===== src/hdl/edfbs_pkg.sv =====
// Shared types, constants and per-bucket tables for the EDF bucket scheduler.
// No dependencies.
package edfbs_pkg;

  localparam int unsigned TimeW = 64;
  localparam int unsigned BudW  = 16;
  localparam logic [2:0]  NilId = 3'd7;
  localparam logic [TimeW-1:0] TimeMax = {TimeW{1'b1}};

  localparam logic [1:0] ReqRunnable = 2'd0;
  localparam logic [1:0] ReqEmpty    = 2'd1;
  localparam logic [1:0] ReqSelect   = 2'd2;
  localparam logic [1:0] ReqNoop     = 2'd3;

  localparam logic [1:0] ReasonEdf  = 2'd0;
  localparam logic [1:0] ReasonStarve = 2'd1;
  localparam logic [1:0] ReasonWarp = 2'd2;

  typedef logic [2:0] id_t;

  // Datapath operations issued by the controller.
  typedef enum logic [4:0] {
    OP_NONE,
    OP_LOAD,        // latch request
    OP_RUN,         // runnable bookkeeping, clear links, set deadline
    OP_INS,         // root = merge(root, b)
    OP_EMPTY,       // empty bookkeeping
    OP_RNR_UNLINK,  // remove_non_root unlink step
    OP_ROOT_DETACH, // remove_root: set up meld of child of b
    OP_MELD1,       // one pass-one pair step
    OP_MELD2,       // one pass-two merge step
    OP_MELD_DONE,   // apply meld result
    OP_SEL_EVAL,    // compute select decision for root
    OP_STARVE_END,  // clear starvation, start deadline update
    OP_UPD_DL,      // compare new deadline, start key increase
    OP_SEL_FINISH,  // record select outcome
    OP_WARP_DROP,   // drop warp candidate
    OP_WARP_TAKE,   // set warp end, start deadline update
    OP_REINS        // root = merge(root, bucket under update)
  } op_t;

  typedef struct packed {
    logic sel_done;   // SEL_EVAL: result known
    logic starve_exp; // SEL_EVAL: starvation window over
    logic warp_take;  // SEL_EVAL: warp bucket selected
    logic warp_drop;  // SEL_EVAL: warp window expired
    logic need_upd;   // SEL_EVAL result needs deadline update
    logic bad;        // request rejected
    logic is_root;    // bucket is heap root
    logic has_child;  // bucket has a child
    logic key_up;     // deadline increased
    logic meld_p1_more;
    logic meld_p2_more;
    logic empty_heap;
  } stat_t;

  function automatic logic [TimeW-1:0] lat_of(input id_t b);
    case (b)
      3'd0: lat_of = 64'd0;
      3'd1: lat_of = 64'd37500;
      3'd2: lat_of = 64'd75000;
      3'd3: lat_of = 64'd150000;
      default: lat_of = 64'd250000;
    endcase
  endfunction

  function automatic logic [BudW-1:0] warp_of(input id_t b);
    case (b)
      3'd0: warp_of = 16'd8000;
      3'd1: warp_of = 16'd4000;
      3'd2: warp_of = 16'd2000;
      3'd3: warp_of = 16'd1000;
      default: warp_of = 16'd0;
    endcase
  endfunction

  function automatic logic [TimeW-1:0] quant_of(input id_t b);
    case (b)
      3'd0: quant_of = 64'd10000;
      3'd1: quant_of = 64'd8000;
      3'd2: quant_of = 64'd6000;
      3'd3: quant_of = 64'd4000;
      default: quant_of = 64'd2000;
    endcase
  endfunction

  function automatic logic [TimeW-1:0] sat_add(input logic [TimeW-1:0] a,
                                               input logic [TimeW-1:0] b);
    logic [TimeW:0] s;
    s = {1'b0, a} + {1'b0, b};
    sat_add = s[TimeW] ? TimeMax : s[TimeW-1:0];
  endfunction

endpackage


===== src/hdl/edfbs_if.sv =====
// Valid/ready channel interfaces for requests and results.
// No dependencies.
interface edfbs_req_if;
  logic        valid;
  logic        ready;
  logic [1:0]  req_type;
  logic [2:0]  bucket_id;
  logic [63:0] time_us;
  modport source (output valid, req_type, bucket_id, time_us, input ready);
  modport sink (input valid, req_type, bucket_id, time_us, output ready);
endinterface

interface edfbs_res_if;
  logic       valid;
  logic       ready;
  logic       sel_valid;
  logic [2:0] sel_bucket;
  logic [1:0] sel_reason;
  logic       req_error;
  modport source (output valid, sel_valid, sel_bucket, sel_reason, req_error, input ready);
  modport sink (input valid, sel_valid, sel_bucket, sel_reason, req_error, output ready);
endinterface


===== src/hdl/edf_bucket_scheduler_warp_starvation.sv =====
// Earliest-deadline bucket scheduler with warp and starvation avoidance.
// Depends on edfbs_pkg, edfbs_if, edfbs_ctrl and edfbs_datapath.
//
// One request is handled at a time; the next request beat is accepted the
// cycle after the result beat is taken. A runnable request inserts the bucket
// into the pairing heap; a rejected request or an unused type goes straight
// to the result. An empty request removes the bucket and melds its children:
// pass one links one pair per cycle, pass two merges the pairs back into one
// heap. A select ends without a deadline update when the heap is empty or no
// deadline moves; else the deadline is checked and, when it rises, the bucket
// is re-sorted, and a warp first sets the warp end. Each starvation window
// that has run out forces a deadline update before the retry, and each lapsed
// warp budget is dropped before it. A result beat that waits for ready stalls
// the block for as long as it waits.
module edf_bucket_scheduler_warp_starvation #(
  parameter int unsigned NUM_BUCKETS = 5
) (
  input logic clk,
  input logic rst,
  edfbs_req_if.sink   req,
  edfbs_res_if.source res
);
  import edfbs_pkg::*;

  op_t   op;
  stat_t stat;
  logic [1:0] req_type_q;

  edfbs_ctrl u_ctrl (
    .clk, .rst,
    .in_valid(req.valid), .in_ready(req.ready),
    .out_valid(res.valid), .out_ready(res.ready),
    .req_type_q, .stat, .op
  );

  edfbs_datapath #(.NB(NUM_BUCKETS)) u_dp (
    .clk, .rst, .op,
    .in_type(req.req_type), .in_bucket(req.bucket_id), .in_time(req.time_us),
    .stat, .req_type_q,
    .sel_valid(res.sel_valid), .sel_bucket(res.sel_bucket),
    .sel_reason(res.sel_reason), .req_error(res.req_error)
  );

endmodule


===== src/hdl/edfbs_datapath.sv =====
// Scheduler state, pairing heap links and the datapath steps that change them.
// Depends on edfbs_pkg.
module edfbs_datapath #(
  parameter int unsigned NB = 5
) (
  input  logic            clk,
  input  logic            rst,
  input  edfbs_pkg::op_t  op,
  input  logic [1:0]      in_type,
  input  logic [2:0]      in_bucket,
  input  logic [63:0]     in_time,
  output edfbs_pkg::stat_t stat,
  output logic [1:0]      req_type_q,
  output logic            sel_valid,
  output logic [2:0]      sel_bucket,
  output logic [1:0]      sel_reason,
  output logic            req_error
);
  import edfbs_pkg::*;

  logic [TimeW-1:0] deadline [NB];
  logic [TimeW-1:0] starve_start [NB];
  logic [TimeW-1:0] warp_end [NB];
  logic [BudW-1:0]  warp_budget [NB];
  logic [NB-1:0]    runnable_map, warp_map, starving;
  id_t heap_root;
  id_t heap_child [NB];
  id_t heap_next [NB];
  id_t heap_prev [NB];

  id_t              bid;
  logic [TimeW-1:0] t;
  // Meld registers.
  id_t meld_e, meld_list, meld_res;
  id_t meld_owner;   // bucket whose child list is melded
  logic meld_nonroot; // meld result merges into root
  id_t upd_b;        // bucket under deadline update
  id_t wi_q;         // warp candidate

  function automatic logic okid(input id_t i);
    okid = ({1'b0, i} < 4'(NB));
  endfunction

  function automatic id_t lsb(input logic [NB-1:0] m);
    id_t r;
    r = NilId;
    for (int i = NB - 1; i >= 0; i--) if (m[i]) r = id_t'(i);
    lsb = r;
  endfunction

  // Merge decision (combinational, shared by all merge sites).
  id_t mg_a, mg_b, mg_par, mg_chi;
  logic mg_link;
  always_comb begin
    mg_link = 1'b0;
    mg_par  = mg_b;
    mg_chi  = mg_a;
    if (!okid(mg_a)) begin
      mg_par = mg_b;
    end else if (!okid(mg_b) || mg_a == mg_b) begin
      mg_par = mg_a;
    end else begin
      mg_link = 1'b1;
      if (deadline[mg_a[$clog2(NB)-1:0]] < deadline[mg_b[$clog2(NB)-1:0]]) begin
        mg_par = mg_a;
        mg_chi = mg_b;
      end else begin
        mg_par = mg_b;
        mg_chi = mg_a;
      end
    end
  end

  // Merge operand selection.
  id_t m1_b;
  always_comb begin
    m1_b = okid(meld_e) ? heap_next[meld_e[$clog2(NB)-1:0]] : NilId;
    case (op)
      OP_INS:      begin mg_a = heap_root; mg_b = bid; end
      OP_MELD1:    begin mg_a = meld_e; mg_b = m1_b; end
      OP_MELD2:    begin mg_a = meld_res; mg_b = meld_list; end
      OP_MELD_DONE:begin mg_a = heap_root; mg_b = meld_res; end
      default:     begin mg_a = heap_root; mg_b = upd_b; end
    endcase
  end

  // Select evaluation.
  id_t e, hi, wi;
  logic [TimeW-1:0] nd_upd, st_lim, we_sum;
  logic starve_over, can_warp, in_window;
  always_comb begin
    e  = heap_root;
    hi = lsb(runnable_map);
    wi = lsb(warp_map);
    st_lim = '0;
    starve_over = 1'b0;
    can_warp = okid(wi) && wi < e;
    in_window = 1'b0;
    if (okid(e)) begin
      st_lim = sat_add(starve_start[e[$clog2(NB)-1:0]], quant_of(e));
      starve_over = starving[e[$clog2(NB)-1:0]] && t >= st_lim;
    end
    if (okid(wi))
      in_window = warp_end[wi[$clog2(NB)-1:0]] == TimeMax ||
                  warp_end[wi[$clog2(NB)-1:0]] > t;
    nd_upd = okid(upd_b) ? sat_add(t, lat_of(upd_b)) : '0;
    we_sum = okid(wi_q) ? sat_add(t, {48'd0, warp_budget[wi_q[$clog2(NB)-1:0]]}) : '0;
  end

  always_comb begin
    stat = '0;
    stat.empty_heap = !okid(heap_root);
    stat.starve_exp = okid(e) && starve_over;
    stat.sel_done   = okid(e) && !starve_over && !can_warp;
    stat.warp_take  = okid(e) && !starve_over && can_warp && in_window;
    stat.warp_drop  = okid(e) && !starve_over && can_warp && !in_window;
    stat.need_upd   = okid(e) && !starve_over && !can_warp &&
                      !starving[e[$clog2(NB)-1:0]] && !(hi < e);
    stat.bad = !okid(bid) ||
               (req_type_q == ReqRunnable ? runnable_map[bid[$clog2(NB)-1:0]]
                                          : !runnable_map[bid[$clog2(NB)-1:0]]);
    stat.is_root   = heap_root == (op == OP_UPD_DL ? upd_b : bid);
    stat.has_child = okid(upd_b) && okid(heap_child[upd_b[$clog2(NB)-1:0]]);
    stat.key_up    = okid(upd_b) && nd_upd > deadline[upd_b[$clog2(NB)-1:0]];
    stat.meld_p1_more = okid(m1_b) && okid(heap_next[m1_b[$clog2(NB)-1:0]]);
    stat.meld_p2_more = okid(meld_list) && okid(heap_prev[meld_list[$clog2(NB)-1:0]]);
  end

  always_ff @(posedge clk) begin
    if (rst) begin
      for (int i = 0; i < NB; i++) begin
        deadline[i] <= '0;
        starve_start[i] <= '0;
        warp_end[i] <= TimeMax;
        warp_budget[i] <= warp_of(id_t'(i));
        heap_child[i] <= NilId;
        heap_next[i] <= NilId;
        heap_prev[i] <= NilId;
      end
      runnable_map <= '0;
      warp_map <= '0;
      starving <= '0;
      heap_root <= NilId;
      sel_valid <= 1'b0; sel_bucket <= '0; sel_reason <= '0; req_error <= 1'b0;
      meld_e <= NilId; meld_list <= NilId; meld_res <= NilId;
      meld_owner <= NilId; meld_nonroot <= 1'b0; upd_b <= NilId; wi_q <= NilId;
      bid <= '0; t <= '0; req_type_q <= ReqRunnable;
    end else begin
      // Generic link update for a merge at this step.
      if (mg_link && (op == OP_INS || op == OP_MELD1 || op == OP_MELD2 ||
                      (op == OP_MELD_DONE && meld_nonroot) || op == OP_REINS)) begin
        heap_next[mg_chi[$clog2(NB)-1:0]] <= heap_child[mg_par[$clog2(NB)-1:0]];
        heap_prev[mg_chi[$clog2(NB)-1:0]] <= mg_par;
        if (okid(heap_child[mg_par[$clog2(NB)-1:0]]))
          heap_prev[heap_child[mg_par[$clog2(NB)-1:0]][$clog2(NB)-1:0]] <= mg_chi;
        heap_child[mg_par[$clog2(NB)-1:0]] <= mg_chi;
        heap_next[mg_par[$clog2(NB)-1:0]] <= NilId;
        if (op != OP_MELD1) heap_prev[mg_par[$clog2(NB)-1:0]] <= NilId;
      end
      case (op)
        OP_LOAD: begin
          bid <= in_bucket; t <= in_time; req_type_q <= in_type;
          sel_valid <= 1'b0; sel_bucket <= '0; sel_reason <= '0; req_error <= 1'b0;
        end
        OP_RUN: begin
          if (stat.bad) req_error <= 1'b1;
          else begin
            runnable_map[bid[$clog2(NB)-1:0]] <= 1'b1;
            if (!starving[bid[$clog2(NB)-1:0]])
              deadline[bid[$clog2(NB)-1:0]] <= sat_add(t, lat_of(bid));
            heap_child[bid[$clog2(NB)-1:0]] <= NilId;
            heap_next[bid[$clog2(NB)-1:0]] <= NilId;
            heap_prev[bid[$clog2(NB)-1:0]] <= NilId;
            if (warp_budget[bid[$clog2(NB)-1:0]] != '0)
              warp_map[bid[$clog2(NB)-1:0]] <= 1'b1;
          end
        end
        OP_INS: heap_root <= mg_par;
        OP_REINS: heap_root <= mg_par;
        OP_EMPTY: begin
          if (stat.bad) req_error <= 1'b1;
          else begin
            runnable_map[bid[$clog2(NB)-1:0]] <= 1'b0;
            warp_map[bid[$clog2(NB)-1:0]] <= 1'b0;
            if (warp_end[bid[$clog2(NB)-1:0]] != TimeMax) begin
              if (warp_end[bid[$clog2(NB)-1:0]] <= t)
                warp_budget[bid[$clog2(NB)-1:0]] <= '0;
              else if (warp_end[bid[$clog2(NB)-1:0]] - t > 64'hFFFF)
                warp_budget[bid[$clog2(NB)-1:0]] <= 16'hFFFF;
              else
                warp_budget[bid[$clog2(NB)-1:0]] <=
                  BudW'(warp_end[bid[$clog2(NB)-1:0]] - t);
            end
            upd_b <= bid;
          end
        end
        OP_RNR_UNLINK: begin
          // upd_b names the bucket being detached from the middle of the heap
          if (okid(heap_prev[upd_b[$clog2(NB)-1:0]])) begin
            if (heap_child[heap_prev[upd_b[$clog2(NB)-1:0]][$clog2(NB)-1:0]] == upd_b)
              heap_child[heap_prev[upd_b[$clog2(NB)-1:0]][$clog2(NB)-1:0]] <=
                heap_next[upd_b[$clog2(NB)-1:0]];
            else
              heap_next[heap_prev[upd_b[$clog2(NB)-1:0]][$clog2(NB)-1:0]] <=
                heap_next[upd_b[$clog2(NB)-1:0]];
            if (okid(heap_next[upd_b[$clog2(NB)-1:0]]))
              heap_prev[heap_next[upd_b[$clog2(NB)-1:0]][$clog2(NB)-1:0]] <=
                heap_prev[upd_b[$clog2(NB)-1:0]];
          end
          heap_next[upd_b[$clog2(NB)-1:0]] <= NilId;
          heap_prev[upd_b[$clog2(NB)-1:0]] <= NilId;
          meld_e <= heap_child[upd_b[$clog2(NB)-1:0]];
          meld_list <= NilId; meld_res <= NilId;
          meld_owner <= upd_b; meld_nonroot <= 1'b1;
        end
        OP_ROOT_DETACH: begin
          meld_e <= heap_child[upd_b[$clog2(NB)-1:0]];
          meld_list <= NilId; meld_res <= NilId;
          meld_owner <= upd_b; meld_nonroot <= 1'b0;
        end
        OP_MELD1: begin
          if (!okid(m1_b)) begin
            if (okid(meld_e)) heap_prev[meld_e[$clog2(NB)-1:0]] <= meld_list;
            meld_list <= meld_e;
          end else begin
            // the merge parent takes the list link
            heap_prev[mg_par[$clog2(NB)-1:0]] <= meld_list;
            meld_list <= mg_par;
            meld_e <= heap_next[m1_b[$clog2(NB)-1:0]];
          end
        end
        OP_MELD2: begin
          meld_res <= mg_par;
          meld_list <= okid(meld_list) ? heap_prev[meld_list[$clog2(NB)-1:0]] : NilId;
        end
        OP_MELD_DONE: begin
          heap_child[meld_owner[$clog2(NB)-1:0]] <= NilId;
          if (meld_nonroot) heap_root <= mg_par;
          else heap_root <= meld_res;
          if (mg_link && meld_nonroot && mg_par == meld_owner)
            heap_child[meld_owner[$clog2(NB)-1:0]] <= mg_chi;
        end
        OP_SEL_EVAL: begin
          upd_b <= stat.warp_take ? wi : e;
          wi_q <= wi;
          if (stat.starve_exp) begin
            starving[e[$clog2(NB)-1:0]] <= 1'b0;
            starve_start[e[$clog2(NB)-1:0]] <= '0;
          end else if (stat.sel_done) begin
            sel_valid <= 1'b1; sel_bucket <= e;
            if (!starving[e[$clog2(NB)-1:0]]) begin
              if (hi < e) begin
                starving[e[$clog2(NB)-1:0]] <= 1'b1;
                starve_start[e[$clog2(NB)-1:0]] <= t;
                sel_reason <= ReasonStarve;
              end else begin
                sel_reason <= ReasonEdf;
                warp_budget[e[$clog2(NB)-1:0]] <= warp_of(e);
                warp_end[e[$clog2(NB)-1:0]] <= TimeMax;
                if (warp_of(e) != '0) warp_map[e[$clog2(NB)-1:0]] <= 1'b1;
              end
            end else sel_reason <= ReasonStarve;
          end else if (stat.warp_take) begin
            sel_valid <= 1'b1; sel_bucket <= wi; sel_reason <= ReasonWarp;
          end else if (stat.warp_drop) begin
            warp_budget[wi[$clog2(NB)-1:0]] <= '0;
            warp_map[wi[$clog2(NB)-1:0]] <= 1'b0;
          end
        end
        OP_WARP_TAKE: begin
          if (warp_end[wi_q[$clog2(NB)-1:0]] == TimeMax)
            warp_end[wi_q[$clog2(NB)-1:0]] <= (we_sum == TimeMax) ? TimeMax - 1 : we_sum;
        end
        OP_UPD_DL: begin
          if (stat.key_up) deadline[upd_b[$clog2(NB)-1:0]] <= nd_upd;
        end
        default: ;
      endcase
    end
  end

endmodule


===== src/hdl/edfbs_ctrl.sv =====
// Sequencer for request handling, heap maintenance and the select retry loop.
// Depends on edfbs_pkg.
module edfbs_ctrl (
  input  logic             clk,
  input  logic             rst,
  input  logic             in_valid,
  output logic             in_ready,
  output logic             out_valid,
  input  logic             out_ready,
  input  logic [1:0]       req_type_q,
  input  edfbs_pkg::stat_t stat,
  output edfbs_pkg::op_t   op
);
  import edfbs_pkg::*;

  typedef enum logic [4:0] {
    S_IDLE, S_DISPATCH, S_RUN_INS, S_EMPTY, S_REMOVE, S_UNLINK, S_DETACH,
    S_MELD1, S_MELD2, S_MELD_DONE, S_SEL, S_UPD, S_REINS, S_WARP, S_DONE
  } state_t;

  state_t state;
  logic   remove_for_upd; // meld belongs to a key increase, reinsert after
  logic   upd_then_done;  // deadline update ends the select

  assign in_ready  = state == S_IDLE;
  assign out_valid = state == S_DONE;

  always_comb begin
    case (state)
      S_IDLE:      op = in_valid ? OP_LOAD : OP_NONE;
      S_DISPATCH:  op = req_type_q == ReqRunnable ? OP_RUN :
                        req_type_q == ReqEmpty ? OP_EMPTY : OP_NONE;
      S_RUN_INS:   op = OP_INS;
      S_UNLINK:    op = OP_RNR_UNLINK;
      S_DETACH:    op = OP_ROOT_DETACH;
      S_MELD1:     op = OP_MELD1;
      S_MELD2:     op = OP_MELD2;
      S_MELD_DONE: op = OP_MELD_DONE;
      S_SEL:       op = OP_SEL_EVAL;
      S_WARP:      op = OP_WARP_TAKE;
      S_UPD:       op = OP_UPD_DL;
      S_REINS:     op = OP_REINS;
      default:     op = OP_NONE;
    endcase
  end

  always_ff @(posedge clk) begin
    if (rst) begin
      state <= S_IDLE;
      remove_for_upd <= 1'b0;
      upd_then_done <= 1'b0;
    end else begin
      case (state)
        S_IDLE: if (in_valid) state <= S_DISPATCH;
        S_DISPATCH: begin
          if (req_type_q == ReqRunnable) state <= stat.bad ? S_DONE : S_RUN_INS;
          else if (req_type_q == ReqEmpty) state <= stat.bad ? S_DONE : S_EMPTY;
          else if (req_type_q == ReqSelect) state <= S_SEL;
          else state <= S_DONE;
        end
        S_RUN_INS: state <= S_DONE;
        S_EMPTY: begin
          remove_for_upd <= 1'b0;
          state <= S_REMOVE;
        end
        S_REMOVE: state <= stat.is_root ? S_DETACH : S_UNLINK;
        S_UNLINK: state <= S_MELD1;
        S_DETACH: state <= S_MELD1;
        S_MELD1: state <= stat.meld_p1_more ? S_MELD1 : S_MELD2;
        S_MELD2: state <= stat.meld_p2_more ? S_MELD2 : S_MELD_DONE;
        S_MELD_DONE: state <= remove_for_upd ? S_REINS : S_DONE;
        S_SEL: begin
          if (stat.empty_heap) state <= S_DONE;
          else if (stat.starve_exp) begin
            upd_then_done <= 1'b0; state <= S_UPD;
          end else if (stat.sel_done) begin
            upd_then_done <= 1'b1;
            state <= stat.need_upd ? S_UPD : S_DONE;
          end else if (stat.warp_take) begin
            upd_then_done <= 1'b1; state <= S_WARP;
          end else state <= S_SEL;
        end
        S_WARP: state <= S_UPD;
        S_UPD: begin
          if (!stat.key_up) state <= upd_then_done ? S_DONE : S_SEL;
          else if (!stat.is_root) begin
            remove_for_upd <= 1'b1; state <= S_UNLINK;
          end else if (stat.has_child) begin
            remove_for_upd <= 1'b1; state <= S_DETACH;
          end else state <= upd_then_done ? S_DONE : S_SEL;
        end
        S_REINS: begin
          remove_for_upd <= 1'b0;
          state <= upd_then_done ? S_DONE : S_SEL;
        end
        S_DONE: if (out_ready) state <= S_IDLE;
        default: state <= S_IDLE;
      endcase
    end
  end

endmodule


===== src/flat_wrapper.sv =====
// flat-port wrapper written by rule: the top's interface ports become plain ports
module edf_bucket_scheduler_warp_starvation_flat import edfbs_pkg::*;
#(
  parameter int unsigned NUM_BUCKETS = 5
)
  (clk, rst, req_valid, req_req_type, req_bucket_id, req_time_us, req_ready, res_valid, res_sel_valid, res_sel_bucket, res_sel_reason, res_req_error, res_ready);
  edfbs_req_if req_i ();
  edfbs_res_if res_i ();
  input logic clk;
  input logic rst;
  input wire logic [$bits(req_i.valid)-1:0] req_valid;
  input wire logic [$bits(req_i.req_type)-1:0] req_req_type;
  input wire logic [$bits(req_i.bucket_id)-1:0] req_bucket_id;
  input wire logic [$bits(req_i.time_us)-1:0] req_time_us;
  output wire logic [$bits(req_i.ready)-1:0] req_ready;
  output wire logic [$bits(res_i.valid)-1:0] res_valid;
  output wire logic [$bits(res_i.sel_valid)-1:0] res_sel_valid;
  output wire logic [$bits(res_i.sel_bucket)-1:0] res_sel_bucket;
  output wire logic [$bits(res_i.sel_reason)-1:0] res_sel_reason;
  output wire logic [$bits(res_i.req_error)-1:0] res_req_error;
  input wire logic [$bits(res_i.ready)-1:0] res_ready;
  assign req_i.valid = req_valid;
  assign req_i.req_type = req_req_type;
  assign req_i.bucket_id = req_bucket_id;
  assign req_i.time_us = req_time_us;
  assign req_ready = req_i.ready;
  assign res_valid = res_i.valid;
  assign res_sel_valid = res_i.sel_valid;
  assign res_sel_bucket = res_i.sel_bucket;
  assign res_sel_reason = res_i.sel_reason;
  assign res_req_error = res_i.req_error;
  assign res_i.ready = res_ready;
  edf_bucket_scheduler_warp_starvation #(.NUM_BUCKETS(NUM_BUCKETS)) u_core (.clk(clk), .rst(rst), .req(req_i), .res(res_i));
endmodule

===== config.mk =====
export PLATFORM = sky130hd
export DESIGN_NAME = edf_bucket_scheduler_warp_starvation_flat
export DESIGN_NICKNAME = d
export VERILOG_FILES = /design/src/hdl/edfbs_pkg.sv /design/src/hdl/edfbs_if.sv /design/src/hdl/edf_bucket_scheduler_warp_starvation.sv /design/src/hdl/edfbs_datapath.sv /design/src/hdl/edfbs_ctrl.sv /design/src/flat_wrapper.sv
export SDC_FILE = /design/constraint.sdc
export NUM_CORES = 2
export LEC_CHECK = 0
export BUFFER_PORTS_ARGS = -buffer_cell sky130_fd_sc_hd__buf_2
export CAP_MARGIN = 5
export CORE_MARGIN = 2
export CORE_UTILIZATION = 30
export DETAILED_ROUTE_END_ITERATION = 10
export PLACE_DENSITY = 0.51
export SLEW_MARGIN = 20
export SYNTH_ARGS = -nofsm -noshare
export SYNTH_HDL_FRONTEND = slang
export SYNTH_HIERARCHICAL = 1
export SYNTH_SLANG_ARGS = --single-unit

===== constraint.sdc =====
create_clock -name clk -period 39.5 [get_ports clk]
set_clock_uncertainty 0.1 [all_clocks]
set_input_delay 1.975 -clock clk [delete_from_list [all_inputs] [get_ports clk]]
set_output_delay 1.975 -clock clk [all_outputs]
set_load 0.01 [all_outputs]

== Word-level counts from Yosys, hierarchy flattened ==
Memory sizes are Yosys's and may differ from the RTL's. A register that Yosys moved wholly into a read port is not among the register bits.
Cells that the tools add are included.
Storage, ports and cells
  register bits: 120
  input bits: 73
  RAM bits: 1085
  word-level logic and storage cells: 587
  memories kept: 7
  output and inout port bits: 9
Memory list
  u_core.u_dp.deadline: words 5, bits a word 64, rd ports 3, clocked after memory_dff 1, write ports 5, RTL line edfbs_datapath.sv:21  | logic [TimeW-1:0] deadline [NB];
  u_core.u_dp.starve_start: words 5, bits a word 64, rd ports 1, clocked after memory_dff 1, write ports 5, RTL line edfbs_datapath.sv:22  | logic [TimeW-1:0] starve_start [NB];
  u_core.u_dp.warp_end: words 5, bits a word 64, rd ports 3, clocked after memory_dff 2, write ports 5, RTL line edfbs_datapath.sv:23  | logic [TimeW-1:0] warp_end [NB];
  u_core.u_dp.warp_budget: words 5, bits a word 16, rd ports 2, clocked after memory_dff 2, write ports 5, RTL line edfbs_datapath.sv:24  | logic [BudW-1:0] warp_budget [NB];
  u_core.u_dp.heap_child: words 5, bits a word 3, rd ports 3, clocked after memory_dff 1, write ports 5, RTL line edfbs_datapath.sv:27  | id_t heap_child [NB];
  u_core.u_dp.heap_next: words 5, bits a word 3, rd ports 3, clocked after memory_dff 2, write ports 5, RTL line edfbs_datapath.sv:28  | id_t heap_next [NB];
  +1 memories
Cells by class
  bitwise operators: 16
  multiplexer cells: 348
  $add $sub $neg: 5
  equality and inequality tests: 64
  order comparisons: 30
  reductions and logical operators: 96
Operators by type and width (number)
  2-to-1 mux 64 bit: 18
  OR reduction 64 bit: 5
  2-to-1 mux 3 bit: 98
  2-to-1 mux 16 bit: 16
  adder 64 x 64 -> 65 bit: 3
  == test 64 bit (second input constant): 3
  2-to-1 mux 1 bit: 155
  one-hot mux 18 bit (4 select lines): 2
  greater-than comparator 64 bit: 2
  2-to-1 mux 5 bit: 18
  one-hot mux 5 bit (14 select lines): 1
  adder 64 x 16 -> 65 bit: 1
  >= comparator 64 bit: 1
  greater-than comparator 64 x 16 -> 1 bit (second input constant): 1
  less-or-equal comparator 64 bit: 1
  less-than comparator 64 bit: 1
  inequality test 64 bit (second input constant): 1
  subtractor 64 bit: 1
  == test 5 x 4 -> 1 bit (second input constant): 12
  one-hot mux 5 bit (12 select lines): 1
  one-hot mux 14 bit (4 select lines): 1
  one-hot mux 13 bit (4 select lines): 1
  less-than comparator 3 bit (second input constant): 16
  OR reduction 16 bit: 3
  other kinds (48): 197

== Logic depth before layout (Yosys ltp) ==
  word-level depth: 22
  depth in mapped cells: 50
  gate-level depth less buffers: 39

== Cells and area by module ==
The synthesis kept the hierarchy.
By module, submodules not included
  edfbs_datapath: cells each 10890, seq. area each 54512.3 um^2, area an instance 111683.4 um^2, times used 1
  edfbs_ctrl: cells each 102, seq. area each 120.1 um^2, area an instance 679.4 um^2, times used 1

== Worst setup path before layout ==
No wires, ideal clock.
  kind: register to register
  start: register (tool-made name)
  end: memory u_core.u_dp.starve_start[0][0] (enable)
  data required time: 38.826 ns
  setup time: 0.574 ns
  cell stages (with the launch flop): 47
  arrival time: 13.911 ns
  slack: 24.914 ns
  buffers on the path: 13
  cell sequence: dfxtp_1 buf_2 buf_4 buf_4 buf_4 buf_2 buf_4 buf_2 buf_2 buf_1 buf_2 mux4_2 nand2_1 nand2_1 ha_1 a21oi_1 nor2_1 nor2_1 [... 11 more ...] buf_2 nor2_1 ha_1 a21o_1 a21o_1 a21o_1 a21o_1 a21o_1 a21o_1 a221oi_1 o22a_1 nand2_1 a2bb2oi_1 clkbuf_1 and2_1 clkbuf_1 a21oi_1 o21ai_0
RTL lines (RTL line)
  end, declared: edfbs_datapath.sv:22

==> flow_summary.json <==
{
  "status": "completed",
  "crit_required_ns": 39.99,
  "first_global_vias": 87300,
  "nNetsFinal": 11700,
  "numClockSinks": 1873,
  "grt_usage_pct": 23.4,
  "clk_latency_ns": 0.97,
  "hold_class": "reg -> reg",
  "hold_buffers": 0,
  "worstSetupPathType": "reg -> reg",
  "arrival_ns": 12.18,
  "ys.warnings.count": 6,
  "critical_path.max_stage_delay_ns": 0.86,
  "core.rowCount": 224,
  "slew_headroom_pct": 13.9,
  "maxCapViolCount": 0,
  "hpwl_um": 317000,
  "synth_seq_area_share_pct": 48.6,
  "drc_errors": 0,
  "p_per_area_nw_per_um2": 79.7,
  "first_pass_iters": 7,
  "power_switching_share_pct": 47.7,
  "seq_area_um2": 54700,
  "ys.flop_type": "edfxtp_1",
  "multi_input_area_um2": 55800,
  "fillerInstances": 37700,
  "comb_power_share_pct": 55.1,
  "numCtsBuffers": 213,
  "switching_power_mw": 4.83,
  "fmax_ghz": 0.0856,
  "p_seq_share_pct": 25.5,
  "route.vias.total": 92600,
  "drt_iter0_drc": 11400,
  "overflow": 0,
  "hold_violations": 0,
  "fin_crit_ns": 11.69,
  "die_height_um": 616,
  "drive_gt1_share_pct": 12.1,
  "layout_common_cells": "2197 x nand2_1, 1712 x edfxtp_1, 1127 x nor2_1",
  "coreArea_um2": 372000,
  "vdd_drop_max_mv": 0.108,
  "post-cts-setup-buffers": 0,
  "setup-violations-final": 0,
  "cpMostUsedCell": "nand2_1",
  "fin_crit_sh_pct": 29.6,
  "final_area_um2": 127000,
  "mostFrequentLayoutCell": "nand2_1",
  "dieArea_um2": 379000,
  "dpl-instance-area_um2": 120000,
  "cp_slowest_cell": "nor4b_1",
  "post_cts_resized": 0,
  "synthArstFlopShare_pct": 0,
  "gp_congestion": 1.01,
  "die_w_um": 616,
  "endpoint_kind": "flip-flop",
  "crit_fanout": 62,
  "tightest_slew_ns": 1.28,
  "start_util_pct": 30.2,
  "p_int_mw": 5.29,
  "synth_cells": 11000,
  "synth_edf_count": 1712,
  "rsz0062_at_grt": "no",
  "ys_ff_latch": 1873,
  "syn_to_final_growth_pct": 13.0,
  "drtAntennaViolNets": 0,
  "slew_violations": 0,
  "holdPathStages": 2,
  "grt_pass1_wl_um": 650000,
  "cts.path.max_buffers": 4,
  "avgSynthCellArea_um2": 10.2,
  "avgViaCountPerCell": 5.65,
  "clockPowerShare_pct": 19.4,
  "cts_root_buf": "clkbuf_16",
  "start_kind": "flip-flop",
  "port_buffers": 81,
  "htree_num_levels": 4,
  "cts_tree": "built",
  "antenna_found_initial": 36,
  "path_clk_slew_ns": 0.06,
  "synth_cell_types": 112,
  "leakage_nw": 46.9,
  "grt_start_max_net_pins": 154,
  "worstRegToRegCells": 38,
  "fin_tns_setup_ns": 0,
  "ioPinCount": 82,
  "finalWirelength_um": 460000,
  "detail_route.wl_per_cell_um": 28.0,
  "syn_area_um2": 112000
}
==> worst paths after layout <==
kind	to	slack, ns	from
max	u_core/u_dp/warp_budget[3][8]	27.81	u_core/u_dp/e[2]
min reg2reg	u_core/u_dp/t[27]	0.36	u_core/u_dp/t[27]
max reg2reg	u_core/u_dp/warp_budget[3][8]	27.81	u_core/u_dp/e[2]
min	u_core/u_dp/t[27]	0.36	u_core/u_dp/t[27]
==> routing by layer <==
metal | vias to the layer above | global-route usage, % | wire (µm)
li1 | 40700 | - | -
met1 | 46000 | 30.3 | 183000
met2 | 4872 | 35.8 | 202000
met3 | 990 | 4.97 | 42800
met4 | 12 | 14.3 | 31800
met5 | - | 0 | 71
==> power by group through the flow <==
stage / Clock, mW / Sequential [mW] / Combinational (mW)
after floorplan: 0 / 2.50 / 3.51
after global placement: 0 / 2.61 / 5.44
after detailed placement: 0 / 2.61 / 5.42
after CTS: 2.00 / 2.57 / 5.44
after global routing: 2.07 / 2.60 / 5.93
final: 1.96 / 2.58 / 5.58
==> synth_stat cells (all sizes together), types with 116 or more instances <==
cell type	count	area, µm²
nand4	232	1460
mux2i	202	2020
inv	305	1140
and3	121	757
nand3	715	3580
clkbuf	575	2160
ha	378	4730
edfxtp	1712	51400
nor4	116	763
xnor2	158	1380
a21oi	444	2230
nor3	155	791
mux4	452	10200
buf	172	773
a31oi	136	851
o21ai	264	1330
a21o	202	1520
nor2	1135	4280
dfxtp	161	3220
nand2	2212	8310
==> cell type report <==
class,count,area share (%)
Antenna cell,22,0.0433
Clock inverter,119,0.835
Inverter,312,0.925
Sequential cell,1873,43.0
Clock buffer,273,4.45
Multi-Input combinational cell,8491,43.9
Tap cell,4972,4.90
Timing Repair Buffer,327,1.90
==> worst max-delay path: cells and delay by family (launching register included) <==
kind / cells / cell delay (ns)
AND/OR/NAND/NOR: 21 / 5.72
AO/OA/AOI/OAI: 11 / 2.69
buffers and inverters: 4 / 1.95
adder cells (fa/ha/maj): 2 / 0.52
flip-flops: 1 / 0.31
==> metrics by stage <==
stage	std cells	power (mW)	hold slack (ns)	setup slack, ns	util (%)
after floorplan	11400	6.01	0.344	24.91	-
after global placement	16000	8.05	0.343	28.01	32.3
after detailed placement	16000	8.03	0.351	28.00	32.3
after CTS	16400	10.0	0.359	27.97	34.1
after global routing	16400	10.6	0.374	27.32	34.1
final	16400	10.1	0.356	27.81	34.1
==> kinds of logic after synthesis <==
logic type	count (synthesis)	share of synthesized area (%)
flip-flops	1873	48.6
adder cells (fa/ha/maj)	383	4.30
other	1	0.00334
XOR/XNOR	218	1.70
AO/OA/AOI/OAI	1664	9.90
AND/OR/NAND/NOR	5027	19.8
buffers and inverters	1059	3.65
multiplexers	767	12.0
==> sequential cells by signal, summed over array words and instances, names as in the netlist, 4 cells and up, named ones only <==
signal                    count
u_core/u_dp/deadline        512
u_core/u_dp/heap_next        24
u_core/u_dp/t                64
u_core/u_dp/warp_budget     128
u_core/u_dp/heap_child       24
u_core/u_ctrl/state           4
u_core/u_dp/warp_end        512
u_core/u_dp/heap_prev        24
u_core/u_dp/warp_map          5
u_core/u_dp/starve_start    512
Note: power is estimated with default switching activity, not from simulation.
